<file path="config.mk">
export PLATFORM = sky130hd
export DESIGN_NAME = noise_aware_pixel_recolor_top
export DESIGN_NICKNAME = d
export VERILOG_FILES = /design/src/nparc_pkg.sv /design/src/nparc_cfg.sv /design/src/nparc_map_mem.sv /design/src/noise_aware_pixel_recolor_top.sv
export SDC_FILE = /design/constraint.sdc
export NUM_CORES = 2
export LEC_CHECK = 0
export ABC_CLOCK_PERIOD_IN_PS = 8900
export BUFFER_PORTS_ARGS = -buffer_cell sky130_fd_sc_hd__buf_4
export CAP_MARGIN = 10
export CORE_ASPECT_RATIO = 1.75
export CORE_MARGIN = 8
export CORE_UTILIZATION = 40
export DETAILED_ROUTE_END_ITERATION = 8
export SLEW_MARGIN = 20
export SYNTH_ARGS = -nofsm -noshare
export SYNTH_HDL_FRONTEND = slang
export SYNTH_SLANG_ARGS = --single-unit
</file>
<file path="constraint.sdc">
create_clock -name clk -period 8.9 [get_ports clk]
set_clock_uncertainty 0.05 [all_clocks]
set_input_delay 1.335 -clock clk [delete_from_list [all_inputs] [get_ports clk]]
set_output_delay 1.335 -clock clk [all_outputs]
set_load 0.01 [all_outputs]
</file>
<file path="src/nparc_pkg.sv">
// Shared types and codes for the noise-aware pixel recolor block.
`default_nettype none
package nparc_pkg;

  localparam int LEVEL_W = 8;
  localparam int BOUND_W = LEVEL_W + 1;
  localparam int CFG_INDEX_W = 3;
  localparam int CFG_DATA_W = 8;
  localparam int CMD_W = 2;

  localparam logic [CMD_W-1:0] CMD_SET_MAP = 2'd0;
  localparam logic [CMD_W-1:0] CMD_DRAW    = 2'd1;
  localparam logic [CMD_W-1:0] CMD_GET     = 2'd2;
  localparam logic [CMD_W-1:0] CMD_RESTORE = 2'd3;

  localparam logic [CFG_INDEX_W-1:0] CFG_LUT_BASE  = 3'd0;
  localparam logic [CFG_INDEX_W-1:0] CFG_BINOCULAR = 3'd1;
  localparam logic [CFG_INDEX_W-1:0] CFG_LEFT      = 3'd2;
  localparam logic [CFG_INDEX_W-1:0] CFG_RIGHT     = 3'd3;
  localparam logic [CFG_INDEX_W-1:0] CFG_OCCLUDE   = 3'd4;

  // Noise band bounds and occlusion flag as seen by the item path.
  typedef struct packed {
    logic               occlude;
    logic [BOUND_W-1:0] lo_bound;
    logic [BOUND_W-1:0] hi_bound;
  } cfg_t;

  // One access to the color map when en is set: read always, write when wr is set.
  typedef struct packed {
    logic               en;
    logic               wr;
    logic [LEVEL_W-1:0] key_level;
    logic [LEVEL_W-1:0] data;
  } map_req_t;

endpackage
`default_nettype wire

</file>
<file path="src/nparc_cfg.sv">
// Register file for the noise band and occlusion settings.
`default_nettype none
module nparc_cfg #(
  parameter int BAND_LEVELS = 100
) (
  input  wire logic                            clk,
  input  wire logic                            rst,
  input  wire logic                            wr_en,
  input  wire logic [nparc_pkg::CFG_INDEX_W-1:0] wr_index,
  input  wire logic [nparc_pkg::CFG_DATA_W-1:0]  wr_data,
  output nparc_pkg::cfg_t                      cfg
);
  import nparc_pkg::*;

  localparam logic [LEVEL_W-1:0] BAND = LEVEL_W'(BAND_LEVELS);

  logic [LEVEL_W-1:0] lut_base, lut_base_next;
  logic [6:0]         bino, bino_next;
  logic [6:0]         left_pct, left_pct_next;
  logic [6:0]         right_pct, right_pct_next;
  logic               occlude, occlude_next;
  logic [BOUND_W-1:0] lo_bound, lo_bound_next;
  logic [BOUND_W-1:0] hi_bound, hi_bound_next;

  logic [LEVEL_W-1:0] sat_b, sat_l, sat_r;
  logic [9:0]         pct_sum;
  logic [LEVEL_W-1:0] share;

  function automatic logic [LEVEL_W-1:0] sat_pct(input logic [6:0] p);
    logic [LEVEL_W-1:0] pw;
    pw = {1'b0, p};
    return (pw > BAND) ? BAND : pw;
  endfunction

  always_comb begin
    lut_base_next  = lut_base;
    bino_next      = bino;
    left_pct_next  = left_pct;
    right_pct_next = right_pct;
    occlude_next   = occlude;
    if (wr_en) begin
      unique case (wr_index)
        CFG_LUT_BASE:  lut_base_next  = wr_data;
        CFG_BINOCULAR: bino_next      = wr_data[6:0];
        CFG_LEFT:      left_pct_next  = wr_data[6:0];
        CFG_RIGHT:     right_pct_next = wr_data[6:0];
        CFG_OCCLUDE:   occlude_next   = wr_data[0];
        default:       ;
      endcase
    end
    // Bounds follow the new register values in the same edge.
    sat_b   = sat_pct(bino_next);
    sat_l   = sat_pct(left_pct_next);
    sat_r   = sat_pct(right_pct_next);
    pct_sum = 10'(sat_b) + 10'(sat_l) + 10'(sat_r);
    share   = (pct_sum >= 10'(BAND)) ? '0 : LEVEL_W'(10'(BAND) - pct_sum);
    lo_bound_next = BOUND_W'(lut_base_next) + BOUND_W'(share);
    hi_bound_next = BOUND_W'(lut_base_next) + BOUND_W'(BAND);
  end

  always_ff @(posedge clk) begin
    if (rst) begin
      lut_base  <= '0;
      bino      <= '0;
      left_pct  <= '0;
      right_pct <= '0;
      occlude   <= 1'b0;
      lo_bound  <= BOUND_W'(BAND);
      hi_bound  <= BOUND_W'(BAND);
    end else begin
      lut_base  <= lut_base_next;
      bino      <= bino_next;
      left_pct  <= left_pct_next;
      right_pct <= right_pct_next;
      occlude   <= occlude_next;
      lo_bound  <= lo_bound_next;
      hi_bound  <= hi_bound_next;
    end
  end

  assign cfg.occlude  = occlude;
  assign cfg.lo_bound = lo_bound;
  assign cfg.hi_bound = hi_bound;

endmodule
`default_nettype wire

</file>
<file path="src/nparc_map_mem.sv">
// Color map: entry memory with registered read and per-key valid flags.
`default_nettype none
module nparc_map_mem #(
  parameter int LEVEL_COUNT = 256
) (
  input  wire logic                        clk,
  input  wire logic                        rst,
  input  wire nparc_pkg::map_req_t         req,
  output logic [nparc_pkg::LEVEL_W-1:0]    rd_data,
  output logic                             rd_valid
);
  import nparc_pkg::*;

  localparam int LEVEL_RANGE = 1 << LEVEL_W;
  localparam int KEY_W = $clog2(LEVEL_COUNT);
  // Keys come from 8-bit levels, so at most LEVEL_RANGE entries are reachable.
  localparam int VALID_DEPTH = (LEVEL_COUNT < LEVEL_RANGE) ? LEVEL_COUNT : LEVEL_RANGE;
  localparam int VALID_W = $clog2(VALID_DEPTH);

  logic [LEVEL_W-1:0] mem [LEVEL_COUNT];
  logic [VALID_DEPTH-1:0] valid;
  logic [KEY_W-1:0] key_table [LEVEL_RANGE];
  logic [KEY_W-1:0] key;

  // Level to key reduction, fixed at elaboration.
  for (genvar g = 0; g < LEVEL_RANGE; g++) begin : g_key
    assign key_table[g] = KEY_W'(g % LEVEL_COUNT);
  end

  assign key = key_table[req.key_level];

  always_ff @(posedge clk) begin
    if (req.en) begin
      if (req.wr) begin
        mem[key] <= req.data;
      end
      rd_data  <= mem[key];
      rd_valid <= valid[key[VALID_W-1:0]];
    end
  end

  always_ff @(posedge clk) begin
    if (rst) begin
      valid <= '0;
    end else if (req.en && req.wr) begin
      valid[key[VALID_W-1:0]] <= 1'b1;
    end
  end

endmodule
`default_nettype wire

</file>
<file path="src/noise_aware_pixel_recolor_top.sv">
// Top level of the noise-aware pixel recolor block.
//
//  channel | handshake            | payload
//  --------+----------------------+------------------------------------------
//  in      | in_valid / in_ready  | command fg_level map_value alt_level
//          |                      | fb_level saved_level
//  out     | out_valid / out_ready| level write_pixel tested_noise
//  cfg     | cfg_valid / cfg_ready| cfg_index cfg_data
//
// Each item passes the map read on accept, then the result register.
// A new item enters every cycle unless the output stalls; the map read
// is registered. Map writes land at the accept edge, so the next item
// reads them. Reset clears the map valid flags at once. A stalled output
// holds the stage behind it and then the input.
`default_nettype none
module noise_aware_pixel_recolor_top #(
  parameter int LEVEL_COUNT = 256,
  parameter int BAND_LEVELS = 100
) (
  input  wire logic                              clk,
  input  wire logic                              rst,
  input  wire logic                              in_valid,
  output logic                                   in_ready,
  input  wire logic [nparc_pkg::CMD_W-1:0]       command,
  input  wire logic [nparc_pkg::LEVEL_W-1:0]     fg_level,
  input  wire logic [nparc_pkg::LEVEL_W-1:0]     map_value,
  input  wire logic [nparc_pkg::LEVEL_W-1:0]     alt_level,
  input  wire logic [nparc_pkg::LEVEL_W-1:0]     fb_level,
  input  wire logic [nparc_pkg::LEVEL_W-1:0]     saved_level,
  output logic                                   out_valid,
  input  wire logic                              out_ready,
  output logic [nparc_pkg::LEVEL_W-1:0]          level,
  output logic                                   write_pixel,
  output logic                                   tested_noise,
  input  wire logic                              cfg_valid,
  output logic                                   cfg_ready,
  input  wire logic [nparc_pkg::CFG_INDEX_W-1:0] cfg_index,
  input  wire logic [nparc_pkg::CFG_DATA_W-1:0]  cfg_data
);
  import nparc_pkg::*;

  cfg_t     cfg;
  map_req_t map_req;

  logic               in_fire;
  logic               out_free;
  logic               s1_move;
  logic [LEVEL_W-1:0] test_level;
  logic               is_noise;
  logic               tested;

  logic               s1_valid;
  logic [CMD_W-1:0]   s1_cmd;
  logic [LEVEL_W-1:0] s1_fg;
  logic [LEVEL_W-1:0] s1_alt;
  logic [LEVEL_W-1:0] s1_saved;
  logic               s1_tested;
  logic [LEVEL_W-1:0] map_data;
  logic               map_hit;

  logic [LEVEL_W-1:0] res_level;
  logic               res_write;

  assign cfg_ready = 1'b1;

  nparc_cfg #(
    .BAND_LEVELS(BAND_LEVELS)
  ) u_cfg (
    .clk     (clk),
    .rst     (rst),
    .wr_en   (cfg_valid),
    .wr_index(cfg_index),
    .wr_data (cfg_data),
    .cfg     (cfg)
  );

  assign out_free = !out_valid || out_ready;
  assign s1_move  = s1_valid && out_free;
  assign in_ready = !s1_valid || out_free;
  assign in_fire  = in_valid && in_ready;

  // Restore keys the map by the framebuffer level and tests the saved copy.
  assign test_level = (command == CMD_RESTORE) ? saved_level : fb_level;
  assign is_noise   = ({1'b0, test_level} >= cfg.lo_bound) &&
                      ({1'b0, test_level} < cfg.hi_bound);

  always_comb begin
    case (command)
      CMD_SET_MAP: tested = 1'b0;
      CMD_DRAW:    tested = is_noise && !cfg.occlude;
      default:     tested = is_noise;
    endcase
  end

  assign map_req.en        = in_fire;
  assign map_req.wr        = (command == CMD_SET_MAP);
  assign map_req.key_level = (command == CMD_RESTORE) ? fb_level : fg_level;
  assign map_req.data      = map_value;

  nparc_map_mem #(
    .LEVEL_COUNT(LEVEL_COUNT)
  ) u_map (
    .clk     (clk),
    .rst     (rst),
    .req     (map_req),
    .rd_data (map_data),
    .rd_valid(map_hit)
  );

  always_ff @(posedge clk) begin
    if (rst) begin
      s1_valid <= 1'b0;
    end else if (in_fire) begin
      s1_valid <= 1'b1;
    end else if (s1_move) begin
      s1_valid <= 1'b0;
    end
  end

  always_ff @(posedge clk) begin
    if (in_fire) begin
      s1_cmd    <= command;
      s1_fg     <= fg_level;
      s1_alt    <= alt_level;
      s1_saved  <= saved_level;
      s1_tested <= tested;
    end
  end

  always_comb begin
    res_level = '0;
    res_write = 1'b0;
    case (s1_cmd)
      CMD_SET_MAP: begin
        res_level = '0;
        res_write = 1'b0;
      end
      CMD_DRAW: begin
        res_level = s1_tested ? s1_alt : s1_fg;
        res_write = 1'b1;
      end
      CMD_GET: begin
        res_level = (s1_tested && map_hit) ? map_data : s1_fg;
        res_write = 1'b0;
      end
      default: begin
        if (!map_hit) begin
          res_level = s1_saved;
          res_write = 1'b1;
        end else if (s1_tested) begin
          res_level = map_data;
          res_write = 1'b1;
        end
      end
    endcase
  end

  always_ff @(posedge clk) begin
    if (rst) begin
      out_valid <= 1'b0;
    end else if (s1_move) begin
      out_valid <= 1'b1;
    end else if (out_ready) begin
      out_valid <= 1'b0;
    end
  end

  always_ff @(posedge clk) begin
    if (s1_move) begin
      level        <= res_level;
      write_pixel  <= res_write;
      tested_noise <= s1_tested;
    end
  end

endmodule
`default_nettype wire
</file>
==> results.sh <==
export IMPL_rsz0062_at_grt="no"
export IMPL_drt_wl_total_um=249400
export IMPL_synth_edf_count=2094
export IMPL_finalCriticalPeriod_ps=6621
export IMPL_grt_antenna_before_repair=1
export IMPL_grt_usage_pct=19.93
export IMPL_period_share_pct=74.39
export IMPL_ant_nets=0
export IMPL_finalNetCount=5664
export IMPL_critPathRequiredTime_ps=9590
export IMPL_pre_cts_slack_ps=1408
export IMPL_grt_pass1_vias=51484
export IMPL_arrival_ps=7310
export IMPL_report_final_slew_viol_count=0
export IMPL_cp_end_kind="flip-flop"
export IMPL_netlist_area_um2=89280
export IMPL_critPathSlowestCell="nand4b_1"
export IMPL_drtIter0Drc=5207
export IMPL_timing_setup_tns_ps=0
export IMPL_final_common_cell="edfxtp_1"
export IMPL_rows=229
export IMPL_grt_ovfl_total=0
export IMPL_worstMarginPinSlew_ps=1322
export IMPL_setup_violations=0
export IMPL_postCtsSetupRepairBufs=0
export IMPL_synth_yosys_seq_area_share_pct=77.25
export IMPL_clkTransAtPathRegs_ps=60
export IMPL_worstSetupPathType="in2reg"
export IMPL_avgSynthCellArea_um2=16.04
export IMPL_cts_tree="built"
export IMPL_crit_buf_inv=5
export IMPL_hpwl_um=152600
export IMPL_wl_per_cell_um=28.95
export IMPL_place_congestion=0.9333
export IMPL_drive_gt1_share_pct=9.639
export IMPL_core_region_area_um2=222100
export IMPL_powerDensity_nw_per_um2=225.8
export IMPL_root_buffer="clkbuf_16"
export IMPL_critical_path_most_common_cell="inv_1"
export IMPL_start_util_pct=40.21
export IMPL_synth_cell_types=54
export IMPL_power_leakage_uw=0.03139
export IMPL_finalHoldViolations=0
export IMPL_dieArea_um2=239200
export IMPL_synth_ff_type="edfxtp_1"
export IMPL_synthToLayoutAreaGrowth_pct=11.45
export IMPL_setup_ws_ps=2279
export IMPL_cpPeakStageDelay_ps=570
export IMPL_grt_pass1_wl_um=357700
export IMPL_path_delay_family="simple AND/OR/NAND/NOR gates"
export IMPL_final_core_util_pct=44.81
export IMPL_cp_start_kind="primary input"
export IMPL_numPortBuffers=69
export IMPL_routed_via_density=5.998
export IMPL_worstPathMaxFanout=9
export IMPL_firstDrtPassIters=8
export IMPL_clk_path_buf_depth=4
export IMPL_htree_levels=4
export IMPL_synthArstFlopShare_pct=0
export IMPL_synth_cells=5566
export IMPL_die_x_um=373.1
export IMPL_maxCapViolCount=0
export IMPL_die_y_um=641.0
export IMPL_final_cell_mix="2094 x edfxtp_1, 762 x nor2_1, 576 x a22o_1, 576 x a221oi_1, 304 x dfxtp_1"
export IMPL_synth_fp_nets=5664
export IMPL_cts_sinks=2398
export IMPL_synth_ff_latch_count=2398
export IMPL_max_slew_margin_pct=11.04
export IMPL_cts_buffers=200
export IMPL_ys_warn_count=0
export IMPL_drc=0
export IMPL_status="completed"
export IMPL_num_io_pins=71
export IMPL_clock_latency_ps=860
export IMPL_max_freq_mhz=151.0
export IMPL_cts_hold_buf=0
export IMPL_peakVddDrop_mv=0.1701
export IMPL_grt_start_max_net_pins=166
export IMPL_r2r_slack_ps=3320
export IMPL_cts_repair_resized=0
export IMPL_hp_class="reg2reg"
export IMPL_num_fill_cells=19019
export IMPL_routed_via_count=51679
[state kept, by name, indices dropped and copies added, names as in the netlist]
register and count:
u_map.mem 2048, u_map.valid 256, u_cfg.hi_bound 9, u_cfg.lo_bound 9, level 8, s1_alt 8
s1_fg 8, s1_saved 8, u_map.rd_data 8, u_cfg.bino 7, u_cfg.left_pct 7, u_cfg.right_pct 7
u_cfg.lut_base 6, s1_cmd 2, out_valid 1, s1_tested 1, s1_valid 1, tested_noise 1
u_cfg.occlude 1, u_map.rd_valid 1, write_pixel 1
[layout make-up]
type | instances | area (µm²) | area share [%]
clock buffer | 270 | 5624 | 5.653
antenna | 2 | 5.005 | 0.005030
timing repair buffer | 189 | 1662 | 1.670
multi-input combinational | 2729 | 18580 | 18.68
sequential | 2398 | 68970 | 69.31
tap | 2887 | 3612 | 3.630
inverter | 48 | 180.2 | 0.1811
clock inverter | 93 | 865.8 | 0.8702
[per-layer routing]
layer / wire, µm / global-route usage [%] / vias to the layer above
li1: - / - / 22550
met1: 88630 / 22.39 / 26652
met2: 131600 / 36.79 / 1935
met3: 13220 / 2.150 / 542
met4: 15940 / 11.16 / 0
met5: 0 / 0 / -
[cell usage after synthesis, types with 31 or more instances]
master / number / area share [%]
a22o_1: 576 / 5.7
nor4_1: 76 / 0.53
a21oi_1: 58 / 0.33
nor2_1: 762 / 3.2
nand2_1: 100 / 0.42
ha_1: 31 / 0.43
a221oi_1: 576 / 5.7
mux2i_1: 39 / 0.44
clkbuf_1: 263 / 1.1
inv_1: 48 / 0.20
o22ai_1: 288 / 2.0
buf_2: 95 / 0.53
edfxtp_1: 2094 / 70
dfxtp_1: 304 / 6.8
[final timing paths]
| check | start | end | cells past startpoint |
|---|---|---|---|
| max | cfg_index[2] | u_cfg.lo_bound[8]$_SDFF_PP0_ | 30 |
| min | u_map.valid[35]$_SDFFE_PP0P_ | u_map.valid[35]$_SDFFE_PP0P_ | 2 |
| max reg2reg | u_cfg.left_pct[2]$_SDFF_PP0_ | u_cfg.lo_bound[8]$_SDFF_PP0_ | 29 |
| min reg2reg | u_map.valid[35]$_SDFFE_PP0P_ | u_map.valid[35]$_SDFFE_PP0P_ | 2 |
[per-stage QoR]
step,cell area [µm²],std cells,hold slack (ps),power [µW]
floorplan,89280,5566,374.4,13230
detailed placement,93000,8251,408.4,13890
global route,99500,8615,440.7,23030
CTS,99490,8614,424.1,22590
global placement,93000,8251,398.0,13870
finish,99500,8616,419.5,22470
[worst register-to-register path: cells and delay by family (launching register included)]
kind | cells | cell delay (ps)
buffers and inverters | 4 | 280
and+or+nand+nor | 8 | 1250
adders and majority gates | 5 | 1720
DFF | 1 | 340
AOI/OAI and AO/OA | 12 | 1870
[kinds of logic (layout without fill, tap and decap cells)]
kind of cell	Yosys count	after routing	share of synthesized area, %
flip-flops	2398	2398	77.25
XOR/XNOR	16	16	0.1570
multiplexers	43	43	0.4877
buffers and inverters	439	600	2.046
other	2	4	0.008412
adder cells (fa/ha/maj)	40	40	0.6363
AND/OR/NAND/NOR	1027	1027	4.810
AO/OA/AOI/OAI	1601	1601	14.61
[report_power, final]
part / total (µW) / internal [µW] / leakage, µW / switching [µW]
clock network: 8830 / 4890 / 0.00321 / 3940
logic: 1360 / 407 / 0.00688 / 953
registers: 12300 / 12200 / 0.0213 / 36.7
(Power assumes the default switching activity.)
